<file path="src/hdl/fpd_pkg.sv">
// Shared types, codes and constants of the flight phase detector.
package fpd_pkg;

    localparam logic [2:0] STAGE_PAD    = 3'd0;
    localparam logic [2:0] STAGE_BOOST  = 3'd1;
    localparam logic [2:0] STAGE_COAST  = 3'd2;
    localparam logic [2:0] STAGE_DROGUE = 3'd3;
    localparam logic [2:0] STAGE_MAIN   = 3'd4;
    localparam logic [2:0] STAGE_LANDED = 3'd5;

    localparam logic [1:0] MODE_IDLE   = 2'd0;
    localparam logic [1:0] MODE_FLIGHT = 2'd1;
    localparam logic [1:0] MODE_GROUND = 2'd2;

    localparam logic [2:0] CFG_LAUNCH_ACCEL = 3'd0;
    localparam logic [2:0] CFG_COAST_ACCEL  = 3'd1;
    localparam logic [2:0] CFG_MAIN_ALT     = 3'd2;
    localparam logic [2:0] CFG_LAND_ALT     = 3'd3;
    localparam logic [2:0] CFG_LAND_VEL     = 3'd4;
    localparam logic [2:0] CFG_HOLD_TICKS   = 3'd5;
    localparam logic [2:0] CFG_BACKUP_MS    = 3'd6;
    localparam logic [2:0] CFG_MIN_FIX      = 3'd7;

    localparam int CFG_IDX_W  = 3;
    localparam int CFG_DATA_W = 32;

    localparam logic [31:0] INDICATOR_MS  = 32'd2000;
    localparam logic [31:0] DROGUE_MIN_MS = 32'd5000;
    localparam logic [31:0] MAIN_MIN_MS   = 32'd15000;
    localparam logic [31:0] LAND_MIN_MS   = 32'd25000;
    localparam logic [31:0] COUNT_MIN_MS  = 32'd30000;
    localparam logic [7:0]  TICKS_MAX     = 8'd255;

    typedef struct packed {
        logic        [31:0] time_ms;
        logic signed [23:0] raw_accel_z;
        logic signed [23:0] accel_z;
        logic signed [23:0] vel_z;
        logic signed [31:0] pos_z;
        logic signed [31:0] baro_alt;
        logic        [3:0]  fix_quality;
    } t_in_item;

    typedef struct packed {
        logic        [2:0]  stage;
        logic        [31:0] since_launch_ms;
        logic signed [31:0] apogee;
        logic        [1:0]  record_mode;
        logic               launch_indicator;
        logic               frozen;
    } t_out_item;

    typedef struct packed {
        logic        [16:0] launch_accel_limit;
        logic        [16:0] coast_accel_limit;
        logic        [23:0] main_deploy_altitude;
        logic        [23:0] landing_altitude;
        logic signed [17:0] landing_velocity;
        logic        [7:0]  landing_hold_ticks;
        logic        [31:0] backup_timeout_ms;
        logic        [3:0]  min_fix_quality;
    } t_cfg;

endpackage

</file>
<file path="src/hdl/fpd_cfg.sv">
// Configuration register file of the flight phase detector.
module fpd_cfg (
    input  logic                          i_clk,
    input  logic                          i_rst_n,
    input  logic                          i_cfg_we,
    input  logic [fpd_pkg::CFG_IDX_W-1:0]  i_cfg_idx,
    input  logic [fpd_pkg::CFG_DATA_W-1:0] i_cfg_data,
    output fpd_pkg::t_cfg                 o_cfg
);
    import fpd_pkg::*;

    t_cfg r_cfg;

    always_ff @(posedge i_clk) begin
        if (!i_rst_n) begin
            r_cfg.launch_accel_limit   <= 17'd1900;
            r_cfg.coast_accel_limit    <= 17'd500;
            r_cfg.main_deploy_altitude <= 24'd25000;
            r_cfg.landing_altitude     <= 24'd2000;
            r_cfg.landing_velocity     <= -18'sd50;
            r_cfg.landing_hold_ticks   <= 8'd50;
            r_cfg.backup_timeout_ms    <= 32'd180000000;
            r_cfg.min_fix_quality      <= 4'd4;
        end else if (i_cfg_we) begin
            unique case (i_cfg_idx)
                CFG_LAUNCH_ACCEL: r_cfg.launch_accel_limit   <= i_cfg_data[16:0];
                CFG_COAST_ACCEL:  r_cfg.coast_accel_limit    <= i_cfg_data[16:0];
                CFG_MAIN_ALT:     r_cfg.main_deploy_altitude <= i_cfg_data[23:0];
                CFG_LAND_ALT:     r_cfg.landing_altitude     <= i_cfg_data[23:0];
                CFG_LAND_VEL:     r_cfg.landing_velocity     <= $signed(i_cfg_data[17:0]);
                CFG_HOLD_TICKS:   r_cfg.landing_hold_ticks   <= i_cfg_data[7:0];
                CFG_BACKUP_MS:    r_cfg.backup_timeout_ms    <= i_cfg_data[31:0];
                CFG_MIN_FIX:      r_cfg.min_fix_quality      <= i_cfg_data[3:0];
                default: begin
                end
            endcase
        end
    end

    assign o_cfg = r_cfg;

endmodule

</file>
<file path="src/hdl/fpd_engine.sv">
// Flight stage state and its per-tick update logic.
module fpd_engine (
    input  logic                i_clk,
    input  logic                i_rst_n,
    input  logic                i_update,
    input  fpd_pkg::t_in_item   i_item,
    input  fpd_pkg::t_cfg       i_cfg,
    output fpd_pkg::t_out_item  o_result
);
    import fpd_pkg::*;

    logic        [2:0]  r_stage, n_stage;
    logic        [31:0] r_launch_time, n_launch_time;
    logic        [31:0] r_elapsed, n_elapsed;
    logic signed [31:0] r_apogee, n_apogee;
    logic        [7:0]  r_ticks, n_ticks;
    logic        [1:0]  r_mode, n_mode;

    logic        frozen_now;
    logic        indicator;
    logic [31:0] el;
    logic        launch_ok;
    logic        coast_ok;
    logic        drogue_ok;
    logic        main_ok;
    logic        land_ok;

    assign frozen_now = (r_stage == STAGE_LANDED) && (r_ticks > i_cfg.landing_hold_ticks);
    assign indicator  = (r_elapsed != 32'd0) && (r_elapsed < INDICATOR_MS);
    assign el         = (i_item.time_ms >= r_launch_time) ? (i_item.time_ms - r_launch_time)
                                                           : 32'd0;

    assign launch_ok = ($signed({i_item.raw_accel_z[23], i_item.raw_accel_z})
                        > $signed({8'd0, i_cfg.launch_accel_limit}))
                       && (i_item.fix_quality > i_cfg.min_fix_quality);
    assign coast_ok  = $signed({i_item.accel_z[23], i_item.accel_z})
                       < $signed({8'd0, i_cfg.coast_accel_limit});
    assign drogue_ok = (i_item.vel_z <= 24'sd0) && (el > DROGUE_MIN_MS);
    assign main_ok   = ($signed({i_item.pos_z[31], i_item.pos_z})
                        < $signed({9'd0, i_cfg.main_deploy_altitude}))
                       && (el > MAIN_MIN_MS);
    assign land_ok   = (i_item.vel_z > 24'(i_cfg.landing_velocity))
                       && ($signed({i_item.baro_alt[31], i_item.baro_alt})
                           < $signed({9'd0, i_cfg.landing_altitude}))
                       && (el > LAND_MIN_MS);

    always_comb begin
        n_stage       = r_stage;
        n_launch_time = r_launch_time;
        n_elapsed     = r_elapsed;
        n_apogee      = r_apogee;
        n_ticks       = r_ticks;
        n_mode        = r_mode;
        if (!frozen_now) begin
            n_elapsed = el;
            unique case (r_stage)
                STAGE_PAD: begin
                    if (launch_ok) begin
                        n_stage       = STAGE_BOOST;
                        n_mode        = MODE_FLIGHT;
                        n_launch_time = i_item.time_ms;
                        n_elapsed     = 32'd0;
                    end
                end
                STAGE_BOOST: begin
                    if (coast_ok) n_stage = STAGE_COAST;
                end
                STAGE_COAST: begin
                    if (drogue_ok) n_stage = STAGE_DROGUE;
                end
                STAGE_DROGUE: begin
                    if (main_ok) n_stage = STAGE_MAIN;
                end
                STAGE_MAIN: begin
                    if (land_ok) n_stage = STAGE_LANDED;
                end
                STAGE_LANDED: begin
                    if (el > COUNT_MIN_MS) begin
                        if (r_ticks != TICKS_MAX) n_ticks = r_ticks + 8'd1;
                        if (r_ticks >= i_cfg.landing_hold_ticks) n_mode = MODE_GROUND;
                    end
                end
                default: begin
                end
            endcase
            if (n_stage < STAGE_DROGUE) n_apogee = i_item.pos_z;
            if ((n_stage > STAGE_PAD) && (n_stage < STAGE_LANDED)
                && (n_elapsed > i_cfg.backup_timeout_ms)) begin
                n_stage = STAGE_LANDED;
                n_mode  = MODE_GROUND;
            end
        end
    end

    always_ff @(posedge i_clk) begin
        if (!i_rst_n) begin
            r_stage       <= STAGE_PAD;
            r_launch_time <= 32'd0;
            r_elapsed     <= 32'd0;
            r_apogee      <= 32'sd0;
            r_ticks       <= 8'd0;
            r_mode        <= MODE_IDLE;
        end else if (i_update) begin
            r_stage       <= n_stage;
            r_launch_time <= n_launch_time;
            r_elapsed     <= n_elapsed;
            r_apogee      <= n_apogee;
            r_ticks       <= n_ticks;
            r_mode        <= n_mode;
        end
    end

    always_comb begin
        o_result.stage            = n_stage;
        o_result.since_launch_ms  = n_elapsed;
        o_result.apogee           = n_apogee;
        o_result.record_mode      = n_mode;
        o_result.launch_indicator = indicator;
        o_result.frozen           = (n_stage == STAGE_LANDED)
                                    && (n_ticks > i_cfg.landing_hold_ticks);
    end

`ifndef SYNTHESIS
    // The pad stage and the idle record mode are entered and left together.
    a_pad_idle: assert property (@(posedge i_clk) disable iff (!i_rst_n)
        (r_stage == STAGE_PAD) == (r_mode == MODE_IDLE))
        else $error("pad stage and idle mode disagree");

    // A frozen block leaves its whole state untouched.
    a_frozen_hold: assert property (@(posedge i_clk) disable iff (!i_rst_n)
        (frozen_now && i_update) |=> ($stable(r_stage) && $stable(r_elapsed)
                                      && $stable(r_apogee) && $stable(r_mode)))
        else $error("state changed while frozen");

    // The stage never moves backwards.
    a_stage_order: assert property (@(posedge i_clk) disable iff (!i_rst_n)
        i_update |=> (r_stage >= $past(r_stage)))
        else $error("stage moved backwards");
`endif

endmodule

</file>
<file path="src/hdl/flight_phase_detector.sv">
// Top level of the flight phase detector: input and result registers around the update logic.
// A tick waits in the input register; stage state updates as it enters the result register.
// Throughput: one input transfer per cycle while the result register is not stalled.
// A full result register that is stalled holds one more tick in the input register before stalling.
// Reset (synchronous, active low) restores the register defaults and the pad stage with idle mode.
// Frozen ticks still produce a result carrying the held values.
module flight_phase_detector (
    input  logic                          i_clk,
    input  logic                          i_rst_n,
    input  logic                          i_valid,
    output logic                          o_stall,
    input  fpd_pkg::t_in_item             i_in,
    output logic                          o_valid,
    input  logic                          i_stall,
    output fpd_pkg::t_out_item            o_out,
    input  logic                          i_cfg_we,
    input  logic [fpd_pkg::CFG_IDX_W-1:0]  i_cfg_idx,
    input  logic [fpd_pkg::CFG_DATA_W-1:0] i_cfg_data
);
    import fpd_pkg::*;

    logic      r_in_valid;
    t_in_item  r_in;
    logic      r_out_valid;
    t_out_item r_out;
    t_out_item eng_result;
    t_cfg      cfg;
    logic      advance;
    logic      in_fire;
    logic      process;

    assign advance = !r_out_valid || !i_stall;
    assign o_stall = r_in_valid && !advance;
    assign in_fire = i_valid && !o_stall;
    assign process = r_in_valid && advance;

    fpd_cfg u_cfg (
        .i_clk      (i_clk),
        .i_rst_n    (i_rst_n),
        .i_cfg_we   (i_cfg_we),
        .i_cfg_idx  (i_cfg_idx),
        .i_cfg_data (i_cfg_data),
        .o_cfg      (cfg)
    );

    fpd_engine u_engine (
        .i_clk    (i_clk),
        .i_rst_n  (i_rst_n),
        .i_update (process),
        .i_item   (r_in),
        .i_cfg    (cfg),
        .o_result (eng_result)
    );

    always_ff @(posedge i_clk) begin
        if (!i_rst_n) begin
            r_in_valid  <= 1'b0;
            r_out_valid <= 1'b0;
        end else begin
            if (in_fire) begin
                r_in_valid <= 1'b1;
            end else if (process) begin
                r_in_valid <= 1'b0;
            end
            if (process) begin
                r_out_valid <= 1'b1;
            end else if (!i_stall) begin
                r_out_valid <= 1'b0;
            end
        end
    end

    always_ff @(posedge i_clk) begin
        if (in_fire) begin
            r_in <= i_in;
        end
        if (process) begin
            r_out <= eng_result;
        end
    end

    assign o_valid = r_out_valid;
    assign o_out   = r_out;

endmodule

</file>
<file path="config.mk">
export PLATFORM = sky130hd
export DESIGN_NAME = flight_phase_detector
export DESIGN_NICKNAME = d
export VERILOG_FILES = /design/src/hdl/fpd_pkg.sv /design/src/hdl/fpd_cfg.sv /design/src/hdl/fpd_engine.sv /design/src/hdl/flight_phase_detector.sv
export SDC_FILE = /design/constraint.sdc
export NUM_CORES = 1
export LEC_CHECK = 0
export BUFFER_PORTS_ARGS = -buffer_cell sky130_fd_sc_hd__buf_2
export CORE_ASPECT_RATIO = 0.9
export CORE_MARGIN = 4
export CORE_UTILIZATION = 43
export CTS_CLUSTER_SIZE = 28
export DETAILED_ROUTE_END_ITERATION = 10
export SYNTH_ARGS = -nofsm -noshare
export SYNTH_HDL_FRONTEND = slang
export SYNTH_HIERARCHICAL = 1
export SYNTH_SLANG_ARGS = --single-unit
</file>
<file path="constraint.sdc">
create_clock -name i_clk -period 13.5 [get_ports i_clk]
set_clock_uncertainty 0.1 [all_clocks]
set_input_delay 2.7 -clock i_clk [delete_from_list [all_inputs] [get_ports i_clk]]
set_output_delay 2.7 -clock i_clk [all_outputs]
set_load 0.02 [all_outputs]
</file>
== Word-level counts from Yosys, hierarchy flattened ==
Index checks and enable logic that the tools add are counted.

* Flip-flop bits (word level): 498
* Bits of input ports: 212
* Output and inout port bits: 73
* Logic and storage cells: 128

* Add/subtract/negate cells: 2
* Order comparisons: 20
* Equal/unequal tests: 15
* Muxes and demuxes: 30
* Bitwise logic cells: 1
* Reductions and logical operators: 31

{| class="wikitable"
|+ Operators by type and width
! operator !! number
|-
| $mux 32 || 7
|-
| $gt 32x15->1 const B || 2
|-
| $lt 32x25->1 || 2
|-
| $gt 24x18->1 || 2
|-
| $ge 32x32->1 || 1
|-
| $gt 32x13->1 const B || 1
|-
| $gt 32x14->1 const B || 1
|-
| $gt 32x32->1 || 1
|-
| $lt 32x11->1 const B || 1
|-
| $mux 8 || 4
|-
| $reduce_bool 32->1 || 1
|-
| $sub 32x32->32 || 1
|-
| $le 24x1->1 const B || 1
|-
| $lt 24x18->1 || 1
|-
| $mux 3 || 8
|-
| $eq 3x3->1 const B || 7
|-
| $gt 8x8->1 || 2
|-
| $reduce_and 2->1 || 8
|-
| $pmux 3 s5 || 1
|-
| $logic_and 1x1->1 || 13
|-
| $eq 3x2->1 const B || 4
|-
| $mux 2 || 5
|-
| $add 8x1->8 const B || 1
|-
| $ge 8x8->1 || 1
|-
| 15 further kinds || 23
|}

== Depth between registers and ports, before layout ==
* Depth after elaboration: 14
* Mapped depth: 29
* Mapped depth without buffers: 27

== Hierarchy ==
Netlist, hierarchy kept.

{| class="wikitable"
|+ By module, submodules not included
! module !! instances !! cells each !! area each (um^2)
|-
| fpd_engine || 1 || 1,549 || 12,192.9
|-
| flight_phase_detector || 1 || 251 || 7,380.8
|-
| fpd_cfg || 1 || 540 || 5,591.6
|}

== Worst setup path after synthesis ==
No wires, ideal clock.

* Path kind: input -> register
* Start point: input port i_stall
* End point: register u_engine.r_apogee[31]
* Arrival: 11.167 ns
* Data required time: 13.284 ns
* Slack: 2.117 ns
* Cell stages on the path: 6
* Buffers on the path: 1
* Cell sequence: a21boi_0 clkinv_1 a2111oi_4 buf_6 mux2i_1 nor2b_1

* Word-level cells in the longest chain between the ends: 3

{| class="wikitable"
|+ RTL lines
! item !! RTL line !! source
|-
| start: declaration || flight_phase_detector.sv:14 || <nowiki>input logic i_stall,</nowiki>
|-
| $logic_not 1->1 || n/a ||
|-
| $logic_or 1x1->1 || flight_phase_detector.sv:32 || <nowiki>assign advance = !r_out_valid || !i_stall;</nowiki>
|-
| $logic_and 1x1->1 || flight_phase_detector.sv:35 || <nowiki>assign process = r_in_valid && advance;</nowiki>
|-
| end signal: assignment || fpd_engine.sv:107 || <nowiki>r_apogee <= n_apogee;</nowiki>
|-
| end: declaration || fpd_engine.sv:15 || <nowiki>logic signed [31:0] r_apogee, n_apogee;</nowiki>
|}

Every way passes these cells.
A chain may end at the register's enable or synchronous reset.

==> summary.txt <==
Outcome = complete, no violations
Routed Antenna Nets = 0
Rel. slew slack = 22.9%
Synth top area share = 29.0%
DP Cell Count = 3305
Layout cells sized above 1 = 19.4%
Crit-path slowest cell = nor2_1
Io pins = 285
Post-synth top area cell = edfxtp_1
Gpl congestion = 0.936
P per Cell Area = 128 mW/mm^2
Syn nets = 2741
Main flop type after synthesis = dfxtp_1
Synth warn = 6
Clock-pin slew on the worst setup and hold paths = 60 ps
Top cells by area, synth = edfxtp_1 29%, dfxtp_1 20%, ha_1 9.3%
Clock Path Buffers = 3
Crit share post-route = 47.6%
Drt first pass iters = 5
Antenna violations before repair = 14
Worst path cell trace = ha_1, nand4_2, or3_4, or3_1, o221ai_2, or2_1, nand2_1, nor2_1, ha_1, a21oi_1, nor2b_1, o21ai_0, a21boi_0, o21ai_0, a21oi_1, nor4_1, nor2_1, o31ai_1, nor3_2, a221oi_1, nor4b_1
First-pass GRT wire length = 106 mm
Worst setup EP type = register
Hold slack = 359 ps
RSZ-0062 raised after global routing = false
Internal Power = 2750 uW
Seq pwr share = 45.7%
Sw Share = 26.4%
Post-route cell area = 0.0291 sq mm
Post-CTS Hold Fix Bufs = 0
Initial Util = 43.7%
Setup slack, reg-to-reg = 7070 ps
Routed WL = 70.1 mm
CP arrival = 6660 ps
Final core occ = 50.6%
WL/cell = 20.6 um
Clock sink count = 498
DR iter-0 viols = 1356
Post-CTS Setup Inserts = 0
Most frequent cells in the layout = 283 x buf_2, 255 x dfxtp_1, 255 x nand2_1
FF-to-FF Start = r_in[158]
Nets = 2996
Worst reg2reg path depth = 21
Non-filler cells, final = 3408
Final setup violation count = 0
CTS tree = built
#FFs+latches synth = 498
Largest net degree at the start of global routing = 92
EDFF count, synth = 243
Hold endpoint = u_cfg/o_cfg[87]
Gate power share = 13.5%
Number of global-route vias before repair = 18200
Clk_lat worst skew = 610 ps
Commonest non-fill, non-tap cell in the layout = buf_2
Drt drc = 0
Clock Root Buffer = clkbuf_16
Vias per Instance = 5.38
Startpoint types = register
Fin crit period = 6430 ps
Post-route setup TNS = 0 ps
Fraction of registers with async set/reset = 0%
Hold Path Depth = 2
Max-slew violations = 0
Rows = 83
Total Routing Usage GR = 21.7%
Area Overhead vs Synth = 15.6%
Syn Inst Count = 2340
Worst min path class = register to register
Die width = 263 um
Largest stage delay on the critical path = 550 ps
Cts repair resizes = 0
Max-cap viol count = 0
Hold Fails Final Rpt = 0
Slew of the pin with the lowest slew margin = 1130 ps
Psw = 985 uW
Hold Crit Start = u_cfg/o_cfg[87]
Worst r2r dst = o_out[0]
Worst-path maximum fanout = 21
Core outline area = 0.0575 sq mm
H-Tree Depth = 2
Yosys cell types = 92
Clock share of power = 40.7%
Grt ovf = 0
Maximum vdd drop = 0.0000934 V
F_max = 156 MHz
Required time worst endpoint = 13730 ps
Routed via count = 18300
Mapped cell area = 0.0252 sq mm
Final HPWL DP = 52.7 mm
Die Area = 0.0625 sq mm
Sequential fraction of the synthesis area = 49.3%
Leak = 0.0126 uW
Die height = 238 um
Kind of critical path = register to register
Post-DP Area = 0.0273 sq mm
Buffers added on ports = 284
Syn_area_per_cell = 10.8 sq um
CTS buffer count = 53
==> worst max-delay path by stage <==
| stage | start | to | depth (start not counted) |
|---|---|---|---|
| floorplan | i_stall | u_engine/r_apogee[31] | 6 |
| global placement | r_in[158] | o_out[0] | 21 |
| detailed placement | r_in[158] | o_out[0] | 21 |
| CTS | r_in[157] | o_out[0] | 21 |
| global route | r_in[165] | o_out[0] | 21 |
| finish | r_in[158] | o_out[0] | 21 |
==> critical path: cells and delay by family, from the launching register on <==
family	cells	cell delay, ps
AND/OR/NAND/NOR	11	3060
AO/OA/AOI/OAI	8	1780
adder cells (fa/ha/maj)	2	820
flip-flops	1	400
==> cell families after synthesis <==
logic type                 count (synthesis)  share of synthesized area [%]
and+or+nand+nor                          702                           14.4
DFF                                      498                           49.3
AOI/OAI and AO/OA                        400                           11.6
buffers and inverters                    291                           4.82
muxes                                    232                           9.52
adders and majority gates                189                           9.43
xor gates and xnor gates                  28                          0.975
==> cells in the mapped netlist (8+ instances only) <==
library cell    n
o21a_1         24
clkbuf_1       60
nor2b_1       129
mux2i_1       176
a21boi_0       36
dfxtp_1       255
or3_1          12
a211oi_1       13
a21oi_1        79
nand3_1        23
buf_2          28
nor4_1         24
a21o_1         54
nor3_1         19
ha_1          188
or2_2          37
nand4_1        54
o211ai_1       15
and2_1          8
nor2_1         79
buf_4           8
xor2_1          9
edfxtp_1      243
xnor2_1        19
nand2_1       255
o31ai_1        17
o21ai_0        50
and3_1         17
o211a_1        36
mux2_2         55
inv_1         185
nand2b_1       10
==> per-layer routing <==
metal / GRT usage, % / routed length [um]
met5: 0 / 46
met4: 6.39 / 1880
met3: 3.97 / 4370
met2: 33.6 / 30700
met1: 31.4 / 33100
==> flip-flops by register name (all words and copies together), names as in the netlist <==
signal                  cells
r_in                      172
u_cfg/o_cfg               144
o_out                      71
u_engine/r_apogee          32
u_engine/r_elapsed         32
u_engine/r_launch_time     32
u_engine/r_ticks            8
u_engine/r_stage            3
u_engine/r_mode             2
o_valid                     1
r_in_valid                  1
==> power by group through the flow <==
stage	Combinational (uW)	Sequential, uW	Clock (uW)
after floorplan	311	1750	0
after global placement	493	1740	0
after detailed placement	500	1740	0
after global routing	555	1720	1620
after CTS	502	1710	1560
final	506	1710	1520
==> per-stage QoR <==
stage	setup WS [ps]	power (uW)
final	7070	3740
after floorplan	2120	2060
after CTS	7170	3780
after detailed placement	7200	2240
after global placement	7410	2230
after global routing	6590	3890
==> layout make-up <==
cell class                 count  area [sq um]
antenna                        4          10.0
clock buffer                  69          1470
clock inverter                30           365
fill                        5205         28400
inverter                     186           698
multi-input combinational   1551         11600
sequential                   498         12400
tap                          765           957
timing repair buffer         305          1590
Power figures use the tool's default switching activity.
